File: config.mk
export PLATFORM = sky130hd
export DESIGN_NAME = render_batch_order_sorter
export DESIGN_NICKNAME = d
export VERILOG_FILES = /design/src/hdl/rbos_pkg.sv /design/src/hdl/render_batch_order_sorter.sv
export VERILOG_INCLUDE_DIRS = /design/src /design/src/hdl
export SDC_FILE = /design/constraint.sdc
export NUM_CORES = 2
export LEC_CHECK = 0
export BUFFER_PORTS_ARGS = -buffer_cell sky130_fd_sc_hd__buf_2
export CORE_UTILIZATION = 35
export CTS_CLUSTER_DIAMETER = 40
export DETAILED_ROUTE_END_ITERATION = 16
export PLACE_DENSITY_LB_ADDON = 0.1
export SYNTH_ARGS = -nofsm -noshare
export SYNTH_HDL_FRONTEND = slang
export SYNTH_SLANG_ARGS = --single-unit
File: constraint.sdc
create_clock -name clk -period 3.9 [get_ports clk]
set_clock_uncertainty 0.15 [all_clocks]
set_input_delay 0.78 -clock clk [delete_from_list [all_inputs] [get_ports clk]]
set_output_delay 0.78 -clock clk [all_outputs]
set_load 0.02 [all_outputs]
File: src/hdl/assert_macros.svh
// Assertion helpers shared by the RTL.
// Both macros sample on clk and are disabled while arst_n is low.
// With SYNTH defined they expand to nothing.
`ifndef ASSERT_MACROS_SVH
`define ASSERT_MACROS_SVH

`ifndef SYNTH

`define ASSERT_PROP(name, prop) \
	name: assert property (@(posedge clk) disable iff (!arst_n) prop) \
		else $error("assertion failed");

`define ASSERT_NEVER(name, expr) \
	name: assert property (@(posedge clk) disable iff (!arst_n) !(expr)) \
		else $error("forbidden condition seen");

`else

`define ASSERT_PROP(name, prop)
`define ASSERT_NEVER(name, expr)

`endif

`endif

File: src/hdl/rbos_pkg.sv
// ----------------------------------------------------------------------------
// rbos_pkg
// Types, sizes and the sort key for the render batch order sorter.
// ----------------------------------------------------------------------------
package rbos_pkg;

	localparam int MAX_RECORDS      = 64;
	localparam int BATCH_INDEX_BITS = 16;
	localparam int DEPTH_BITS       = 32;
	localparam int ADDR_W           = (MAX_RECORDS > 1) ? $clog2(MAX_RECORDS) : 1;
	localparam int CNT_W            = $clog2(MAX_RECORDS + 1);
	localparam int GROUP_W          = 4;
	localparam int KEY_W            = GROUP_W + DEPTH_BITS + ADDR_W;

	typedef logic [KEY_W-1:0] key_t;

	// one stored record; depth_key is the depth with its sign bit flipped
	typedef struct packed {
		logic                        hud;
		logic                        flood;
		logic                        flat;
		logic                        translucent;
		logic [DEPTH_BITS-1:0]       depth_key;
		logic [BATCH_INDEX_BITS-1:0] index;
	} rec_t;

	typedef enum logic [1:0] {
		ST_LOAD,
		ST_SCAN,
		ST_FLUSH,
		ST_OUT
	} state_t;

	// Unique ascending key: draw group, then inverted depth for non-hud
	// translucent records, then arrival slot (keeps ties stable).
	// With no special record the arrival slot alone decides.
	function automatic key_t rec_key(rec_t r, logic special, logic [ADDR_W-1:0] addr);
		logic [GROUP_W-1:0]    grp;
		logic [DEPTH_BITS-1:0] dk;
		begin
			grp = r.hud ? 4'b1000 : {1'b0, r.flood, r.flat, r.translucent};
			dk  = (!r.hud && r.translucent) ? ~r.depth_key : '0;
			if (special) begin
				rec_key = {grp, dk, addr};
			end else begin
				rec_key = {{(GROUP_W + DEPTH_BITS){1'b0}}, addr};
			end
		end
	endfunction

endpackage

File: src/hdl/render_batch_order_sorter.sv
// ----------------------------------------------------------------------------
// render_batch_order_sorter
// Painter's-style draw order for one set of draw-batch records.
// ----------------------------------------------------------------------------
// Usage:
//   Input channel (in_valid / in_stall): one record per item, one cycle
//   each while loading. Included records go into a 64-entry store; extra
//   included records are dropped and mark the set as overflowed.
//   The record with last = 1 closes the set. in_stall then stays high
//   until every result of the set has been taken.
//   Result channel (res_valid / res_stall): one item per stored record, in
//   draw order, last_res on the final one. An empty set gives a single
//   item with none_included = 1 and batch_index_res = 0.
//   Timing: each result comes from one full scan of the store through a
//   single key comparator on the store's one read port, then a flush
//   state and the output state; the scans start after the last record.
//   A stalled result holds in its output registers; the scan for the next
//   result starts once it is taken.
//   Reset (arst_n low) empties the set and returns to loading; store
//   contents are not cleared, only entries below the count are read.
// ----------------------------------------------------------------------------
`include "assert_macros.svh"

module render_batch_order_sorter (
	input  logic                                   clk,
	input  logic                                   arst_n,
	input  logic                                   in_valid,
	output logic                                   in_stall,
	input  logic                                   included,
	input  logic                                   hud,
	input  logic                                   flood,
	input  logic                                   flat,
	input  logic                                   translucent,
	input  logic signed [31:0]                     sort_depth,
	input  logic [rbos_pkg::BATCH_INDEX_BITS-1:0]  batch_index,
	input  logic                                   last,
	output logic                                   res_valid,
	input  logic                                   res_stall,
	output logic [rbos_pkg::BATCH_INDEX_BITS-1:0]  batch_index_res,
	output logic                                   last_res,
	output logic                                   none_included,
	output logic                                   overflow
);

	localparam int CW = rbos_pkg::CNT_W;
	localparam int AW = rbos_pkg::ADDR_W;

	rbos_pkg::state_t state_q, state_nxt;

	// record store
	rbos_pkg::rec_t store_mem [rbos_pkg::MAX_RECORDS];
	rbos_pkg::rec_t rd_data_s1;
	rbos_pkg::rec_t wr_rec;

	// set bookkeeping
	logic [CW-1:0] count_q;
	logic          any_special_q;
	logic          overflowed_q;
	logic          none_q;

	// scan sequencer
	logic [AW-1:0] scan_addr_q;
	logic [AW-1:0] addr_s1;
	logic          rd_vld_s1;
	logic [CW-1:0] out_cnt_q;
	logic          have_prev_q;
	logic          best_vld_q;
	rbos_pkg::key_t prev_key_q;
	rbos_pkg::key_t best_key_q;
	logic [rbos_pkg::BATCH_INDEX_BITS-1:0] best_idx_q;

	logic          in_acc, res_acc;
	logic          store_ok;
	logic [CW-1:0] count_nxt;
	logic          special_nxt;
	logic          ovf_nxt;
	logic          scan_end;
	logic          out_end;
	rbos_pkg::key_t cand_key;
	logic          cand_take;

	assign in_acc = in_valid && !in_stall;
	assign res_acc = res_valid && !res_stall;

	// load-side next values
	assign store_ok    = included && (count_q < CW'(rbos_pkg::MAX_RECORDS));
	assign count_nxt   = count_q + CW'(store_ok);
	assign special_nxt = any_special_q | (store_ok & (hud | flood | translucent));
	assign ovf_nxt     = overflowed_q | (included & !store_ok);

	assign wr_rec = '{hud: hud, flood: flood, flat: flat, translucent: translucent,
		depth_key: $unsigned(sort_depth) ^ 32'h8000_0000, index: batch_index};

	assign scan_end = ({1'b0, scan_addr_q} == (count_q - CW'(1)));
	assign out_end  = none_q || ((out_cnt_q + CW'(1)) == count_q);

	// shared comparator: smallest key strictly above the previous pick
	assign cand_key  = rbos_pkg::rec_key(rd_data_s1, any_special_q, addr_s1);
	assign cand_take = rd_vld_s1 && (!have_prev_q || (cand_key > prev_key_q)) &&
		(!best_vld_q || (cand_key < best_key_q));

	// next state
	always_comb begin
		state_nxt = state_q;
		case (state_q)
			rbos_pkg::ST_LOAD: begin
				if (in_acc && last) begin
					state_nxt = (count_nxt == '0) ? rbos_pkg::ST_OUT : rbos_pkg::ST_SCAN;
				end
			end
			rbos_pkg::ST_SCAN: begin
				if (scan_end) begin
					state_nxt = rbos_pkg::ST_FLUSH;
				end
			end
			rbos_pkg::ST_FLUSH: begin
				state_nxt = rbos_pkg::ST_OUT;
			end
			rbos_pkg::ST_OUT: begin
				if (res_acc) begin
					state_nxt = out_end ? rbos_pkg::ST_LOAD : rbos_pkg::ST_SCAN;
				end
			end
			default: begin
				state_nxt = rbos_pkg::ST_LOAD;
			end
		endcase
	end

	// handshake outputs
	always_comb begin
		in_stall  = 1'b1;
		res_valid = 1'b0;
		case (state_q)
			rbos_pkg::ST_LOAD: begin
				in_stall = 1'b0;
			end
			rbos_pkg::ST_OUT: begin
				res_valid = 1'b1;
			end
			default: begin
				in_stall  = 1'b1;
				res_valid = 1'b0;
			end
		endcase
	end

	assign batch_index_res = none_q ? '0 : best_idx_q;
	assign last_res        = out_end;
	assign none_included   = none_q;
	assign overflow        = overflowed_q;

	// control registers
	always_ff @(posedge clk or negedge arst_n) begin
		if (!arst_n) begin
			state_q       <= rbos_pkg::ST_LOAD;
			count_q       <= '0;
			any_special_q <= 1'b0;
			overflowed_q  <= 1'b0;
			none_q        <= 1'b0;
			scan_addr_q   <= '0;
			rd_vld_s1     <= 1'b0;
			out_cnt_q     <= '0;
			have_prev_q   <= 1'b0;
			best_vld_q    <= 1'b0;
		end else begin
			state_q   <= state_nxt;
			rd_vld_s1 <= (state_q == rbos_pkg::ST_SCAN);
			if (cand_take) begin
				best_vld_q <= 1'b1;
			end
			case (state_q)
				rbos_pkg::ST_LOAD: begin
					if (in_acc) begin
						count_q       <= count_nxt;
						any_special_q <= special_nxt;
						overflowed_q  <= ovf_nxt;
						if (last) begin
							none_q      <= (count_nxt == '0);
							scan_addr_q <= '0;
							out_cnt_q   <= '0;
							have_prev_q <= 1'b0;
							best_vld_q  <= 1'b0;
						end
					end
				end
				rbos_pkg::ST_SCAN: begin
					scan_addr_q <= scan_addr_q + AW'(1);
				end
				rbos_pkg::ST_OUT: begin
					if (res_acc) begin
						if (out_end) begin
							count_q       <= '0;
							any_special_q <= 1'b0;
							overflowed_q  <= 1'b0;
							none_q        <= 1'b0;
						end else begin
							out_cnt_q   <= out_cnt_q + CW'(1);
							scan_addr_q <= '0;
							have_prev_q <= 1'b1;
							best_vld_q  <= 1'b0;
						end
					end
				end
				default: begin
				end
			endcase
		end
	end

	// payload registers
	always_ff @(posedge clk) begin
		addr_s1 <= scan_addr_q;
		if (cand_take) begin
			best_key_q <= cand_key;
			best_idx_q <= rd_data_s1.index;
		end
		if (res_acc) begin
			prev_key_q <= best_key_q;
		end
	end

	// store: one write port while loading, one registered read for the scan
	always_ff @(posedge clk) begin
		if (in_acc && store_ok) begin
			store_mem[count_q[AW-1:0]] <= wr_rec;
		end
		rd_data_s1 <= store_mem[scan_addr_q];
	end

	`ASSERT_PROP(a_res_blocks_load, res_valid |-> in_stall)
	`ASSERT_NEVER(a_count_range, count_q > CW'(rbos_pkg::MAX_RECORDS))
	`ASSERT_PROP(a_last_clears, (res_acc && last_res) |=> (count_q == '0 && !overflowed_q))
	`ASSERT_PROP(a_none_empty, (res_valid && none_included) |-> (count_q == '0))
	`ASSERT_PROP(a_pick_found, (res_valid && !none_included) |-> best_vld_q)

endmodule

# Yosys cells after proc, flatten, opt, wreduce, memory -nomap -nowiden
# Memory sizes are Yosys's and may differ from the RTL's. A register that Yosys moved wholly into a read port is not among the register bits.
# Index checks and enable logic that the tools add are counted.
# W data, S select, Z words.
# word_totals
mem_bits_ro	0
latchBits	0
word_cells	115
out_inout_bits	21
regBits	134
input_bits	58
ram_bits	3328
mem_count	1
# mem_list
name	depth	width	read_ports	rd_ports_with_merged_regs	write_ports	line	source
store_mem	64	52	1	1	1	render_batch_order_sorter.sv:51	rbos_pkg::rec_t store_mem [rbos_pkg::MAX_RECORDS];
# op_classes
div	0
addsub	4
reduce_logical	25
mux	48
eq_ne	12
n_mul	0
order_cmp	3
n_shift	0
bitwise	8
# ops
operator	n
$mux W7	7
$gt A42 B42 Y1	1
$lt A42 B42 Y1	1
$mux W42	1
$mux W32	1
$not A32 Y32	1
$pmux W7 S2	2
$mux W6	4
$mux W1	20
$pmux W6 S3	1
$mux W16	1
$reduce_and A5 Y1	3
$ne A2 B2 Y1 const B	6
$pmux W1 S2	5
$logic_and A1 B1 Y1	8
$mux W2	4
$pmux W2 S4	1
$add A7 B1 Y7	1
$add A7 B1 Y7 const B	1
$eq A6 B7 Y1	1
$eq A7 B7 Y1	1
$logic_not A7 Y1	1
$lt A7 B7 Y1 const B	1
$sub A7 B1 Y7 const B	1
15 further kinds	26

# Longest topological paths before layout
# depth
depth_word	12
depth_mapped	12
depth_no_buf	11

# Least setup slack after synthesis
# Ideal clock, no wire load.
# synth_path
path_kind	input port to flip-flop
start	in in_valid
end	mem store_mem[63][0] (netlist bit) (enable)
t_required_ns	3.288
path_stages	5
arrival_ns	3.840
path_buffers	1
setup_time_ns	0.462
slack_ns	-0.553
path_cell_list	clkbuf_1 -> nand3_1 -> nor2_1 -> nand3_1 -> nor2_1
# synth_via
elab_chain_cells	4
# synth_rtl
element	line	source
from (decl)	render_batch_order_sorter.sv:27	input logic in_valid,
$logic_and A1 B1 Y1	render_batch_order_sorter.sv:82	assign in_acc = in_valid && !in_stall;
$logic_and A1 B1 Y1	render_batch_order_sorter.sv:225	if (in_acc && store_ok) begin
$mux W1	render_batch_order_sorter.sv:225	
$mux W1 (not written as such)	render_batch_order_sorter.sv:226	store_mem[count_q[AW-1:0]] <= wr_rec;
to (decl)	render_batch_order_sorter.sv:51	
# No other way between the ends.

# Final worst setup path
# layout_path
start	reg out_cnt_q[2]
end	out last_res
# layout_via
elab_chain_cells	3
# layout_rtl
element	line	source
from (decl)	render_batch_order_sorter.sv:65	logic [CW-1:0] out_cnt_q;
from (signal assigned)	render_batch_order_sorter.sv:198	out_cnt_q <= out_cnt_q + CW'(1);
$add A7 B1 Y7	render_batch_order_sorter.sv:95	assign out_end = none_q || ((out_cnt_q + CW'(1)) == count_q);
$eq A7 B7 Y1	render_batch_order_sorter.sv:95	
$logic_or A1 B1 Y1	render_batch_order_sorter.sv:95	
to (decl)	render_batch_order_sorter.sv:40	output logic last_res,
# No other way between the ends.

==> summary.txt <==
Yosys
  – Ys async rst share: 0.797%
  – Count leader, synth: sky130_fd_sc_hd__edfxtp_1
  – Area contributors post-synth: sky130_fd_sc_hd__edfxtp_1, sky130_fd_sc_hd__mux4_2, sky130_fd_sc_hd__dfxtp_1
  – Netlist Area Pre-Place: 134000 um^2
  – Cell taking the most area after synthesis: sky130_fd_sc_hd__edfxtp_1
  – Yosys warning total: 0
  – Cell types with the highest counts after synthesis: sky130_fd_sc_hd__edfxtp_1, sky130_fd_sc_hd__mux4_2, sky130_fd_sc_hd__clkbuf_1
  – Primary FF master, synth: sky130_fd_sc_hd__edfxtp_1
  – FF+latch count, synth: 3514
  – Synthesized area per cell: 24.5 um^2
  – Post-synthesis cell count: 5490
  – Netlist cell types: 59
  – Post-synth top area share: 76.6%
  – EDFF count, synth: 3428
  – Post-Syn Nets: 5637
  – Portion of the post-synthesis area used by sequential elements: 78.0%

Route
  – Pre-antenna DRT Iters: 7
  – Number of nets with antenna violations after routing: 0
  – Number of vias after detailed routing: 64200
  – Via density: 5.51
  – Drt first-iter violations: 6470
  – Routed WL: 407000 um
  – DRC: 0
  – Post-DR wirelength/cell: 34.9 um

CTS
  – CTS tree: done
  – Clk Latency, worst-skew pair: 1010 ps
  – Clk sinks: 3514
  – H-tree depth: 6
  – Clock transition time at the flip-flop clock pins of the worst setup and hold paths: 50 ps
  – Number of buffers on the longest clock path: 4
  – CTS root buf: sky130_fd_sc_hd__clkbuf_16
  – TritonCTS buffer count: 535

Place
  – Count of input and output buffers: 78
  – Post-placement cell count: 10700
  – Final Wtd Congestion: 0.792
  – Detailed placer's ending HPWL: 221000 um

Power and ir drop
  – Post-layout total power: 90200 uW
  – Power density over cell area: 552 nW/um^2
  – Leakage Power: 0.0524 uW
  – Peak ir drop on the vdd network: 501 uV

STA
  – Number of max-slew violations in the final report: 0
  – Unrepaired setup endpoints after global routing: false
  – Setup violation total in the final timing report: 0
  – Final critical delay including setup and external delays: 3680 ps
  – Part of the cycle the worst path needs: 94.3%
  – Aggregate negative setup slack: 0 ps
  – Final Hold Fails: 0
  – Fmax: 0.272 GHz
  – Worst rel slew slack: 19.2%
  – Least-Margin Pin Slew: 1210 ps

Worst setup path
  – Ordered list of cells on the worst path: and3_1 -> xnor3_1 -> nor4b_4 -> a31oi_4 -> inv_1 -> buf_2
  – Endpoint class of the critical path: primary output
  – Critical Path Sink: last_res
  – Register-to-register setup slack: 250 ps
  – Slowest cell delay on critical path: 430 ps
  – Start point of the critical path: out_cnt_q[2]
  – Crit Path Category: flip-flop to primary output
  – Required time at the worst-slack endpoint: 2970 ps
  – Worst EP arrival: 2750 ps
  – Number of cell instances on the worst register-to-register path: 13
  – Beginning of the worst register-to-register path: any_special_q
  – Slowest-stage cell, CP: sky130_fd_sc_hd__dfrtp_2
  – Crit Path Max Fanout: 9
  – Setup crit start kind: flip-flop
  – Reg-to-Reg End: best_idx_q[13]

GRT
  – Global-route wire length before repair: 560000 um
  – All-layer global routing usage: 20.9%
  – Remaining global-route overflow: 0
  – Maximum number of pins on one net before global-route repair: 65
  – Via count of the first global-routing pass: 66300
  – Number of antenna violations at the first check in global routing: 39

Final layout
  – Final Util: 42.7%
  – Post-route insts no fill: 11700
  – Layout cells sized above 1: 37.1%
  – Post-synthesis to final-layout area growth: 21.5%
  – Fin nets: 6325

Floorplan
  – Die outline area: 386000 um^2
  – Area of the placeable core: 382000 um^2
  – # rows: 227
  – Floorplan die width: 622 um
  – Boundary Pins: 79
  – Effective utilization at floorplan: 35.2%
  – Vertical die dimension: 622 um

Worst hold path
  – Hold WC Path Type: flip-flop to flip-flop

Run status
  – Result of the run: completed

Run
  – Maximum Capacitance Violations: 0
worst max-delay path, delay by kind of cell, from the launching register on:
family,cells,cell delay (ps)
buffers and inverters,2,260
DFF,1,430
and+or+nand+nor,2,600
xor gates and xnor gates,1,260
AOI/OAI and AO/OA,1,190
placed cells by master, fill, tap and decap left out, drive strengths merged, types with 9 or more instances in the layout:
cell type / count
nor2: 125
clkinv: 167
nor2b: 24
xor2: 9
nor3: 13
inv: 156
clkinvlp: 46
dfrtp: 28
bufinv: 63
dfxtp: 58
clkbuf: 637
nand3: 25
buf: 414
edfxtp: 3428
a21o: 15
a21oi: 27
nand2: 37
xnor2: 15
ha: 89
nand4: 18
o21ai: 29
mux4: 1092
sequential cells by signal (all words and copies together), names as in the netlist:
register,cells
count_q,7
out_cnt_q,7
overflow,1
have_prev_q,1
store_mem,3328
any_special_q,1
state_q,2
best_key_q,42
none_included,1
best_idx_q,16
best_vld_q,1
prev_key_q,42
rd_vld_s1,1
addr_s1,6
rd_data_s1,52
scan_addr_q,6
layout make-up:
cell class | instances | area (um^2)
fill | 32600 | 219000
antenna | 4 | 10.0
clock inverter | 333 | 3950
clock buffer | 637 | 14200
timing repair buffer | 419 | 4960
tap | 5038 | 6300
inverter | 99 | 375
sequential | 3514 | 105000
multi-input combinational | 1609 | 28700
per-stage QoR:
step	area, um^2	worst slack (ps)	hold WS, ps
after floorplan	134000	-553	195
after global placement	145000	-14.7	238
after detailed placement	145000	129	240
after CTS	163000	15.9	165
after global routing	163000	57.9	236
final	163000	224	254
timing repair:
action / 4_1_cts / 5_1_grt
gates resized for setup: 6 / 9
hold endpoints to repair: 54 / 0
buffers inserted: 1 / 1
hold buffers: 5 / 0
endpoints found under the setup margin: 1 / 56
logic make-up (layout without fill, tap and decap cells):
logic type,Yosys count,count (layout),share of synthesized area [%]
other,0,4,0
muxes,1097,1097,18.3
adders and majority gates,90,90,0.836
and+or+nand+nor,268,268,0.924
DFF,3514,3514,78.0
xor gates and xnor gates,25,25,0.173
buffers and inverters,367,1488,1.11
AOI/OAI and AO/OA,129,129,0.640
routing by layer:
layer	vias up	GRT usage, %	routed length [um]
met2	2040	33.5	195000
met3	538	3.43	22500
met4	14	4.33	7930
met5	-	0	103
met1	36400	30.2	182000
li1	25300	-	-
worst min-delay path by stage:
stage                         startpoint  slack [ps]       endpoint  cells after the start
after CTS                      res_stall         160  none_included                      4
final                      rd_data_s1[4]         250  best_idx_q[4]                      0
after global placement     rd_data_s1[9]         240  best_idx_q[9]                      0
after detailed placement   rd_data_s1[4]         240  best_idx_q[4]                      0
after floorplan           scan_addr_q[2]         200     addr_s1[2]                      0
after global routing           res_stall         240     best_vld_q                      3
power by group:
| group | leakage [uW] | switching [uW] | total, uW | internal (uW) |
|---|---|---|---|---|
| Sequential | 0.0314 | 0 | 41500 | 41500 |
| Combinational | 0.0121 | 506 | 537 | 30.1 |
| Clock | 0.00878 | 17700 | 48200 | 30500 |
No activity file was read; power rests on OpenSTA's default activity.
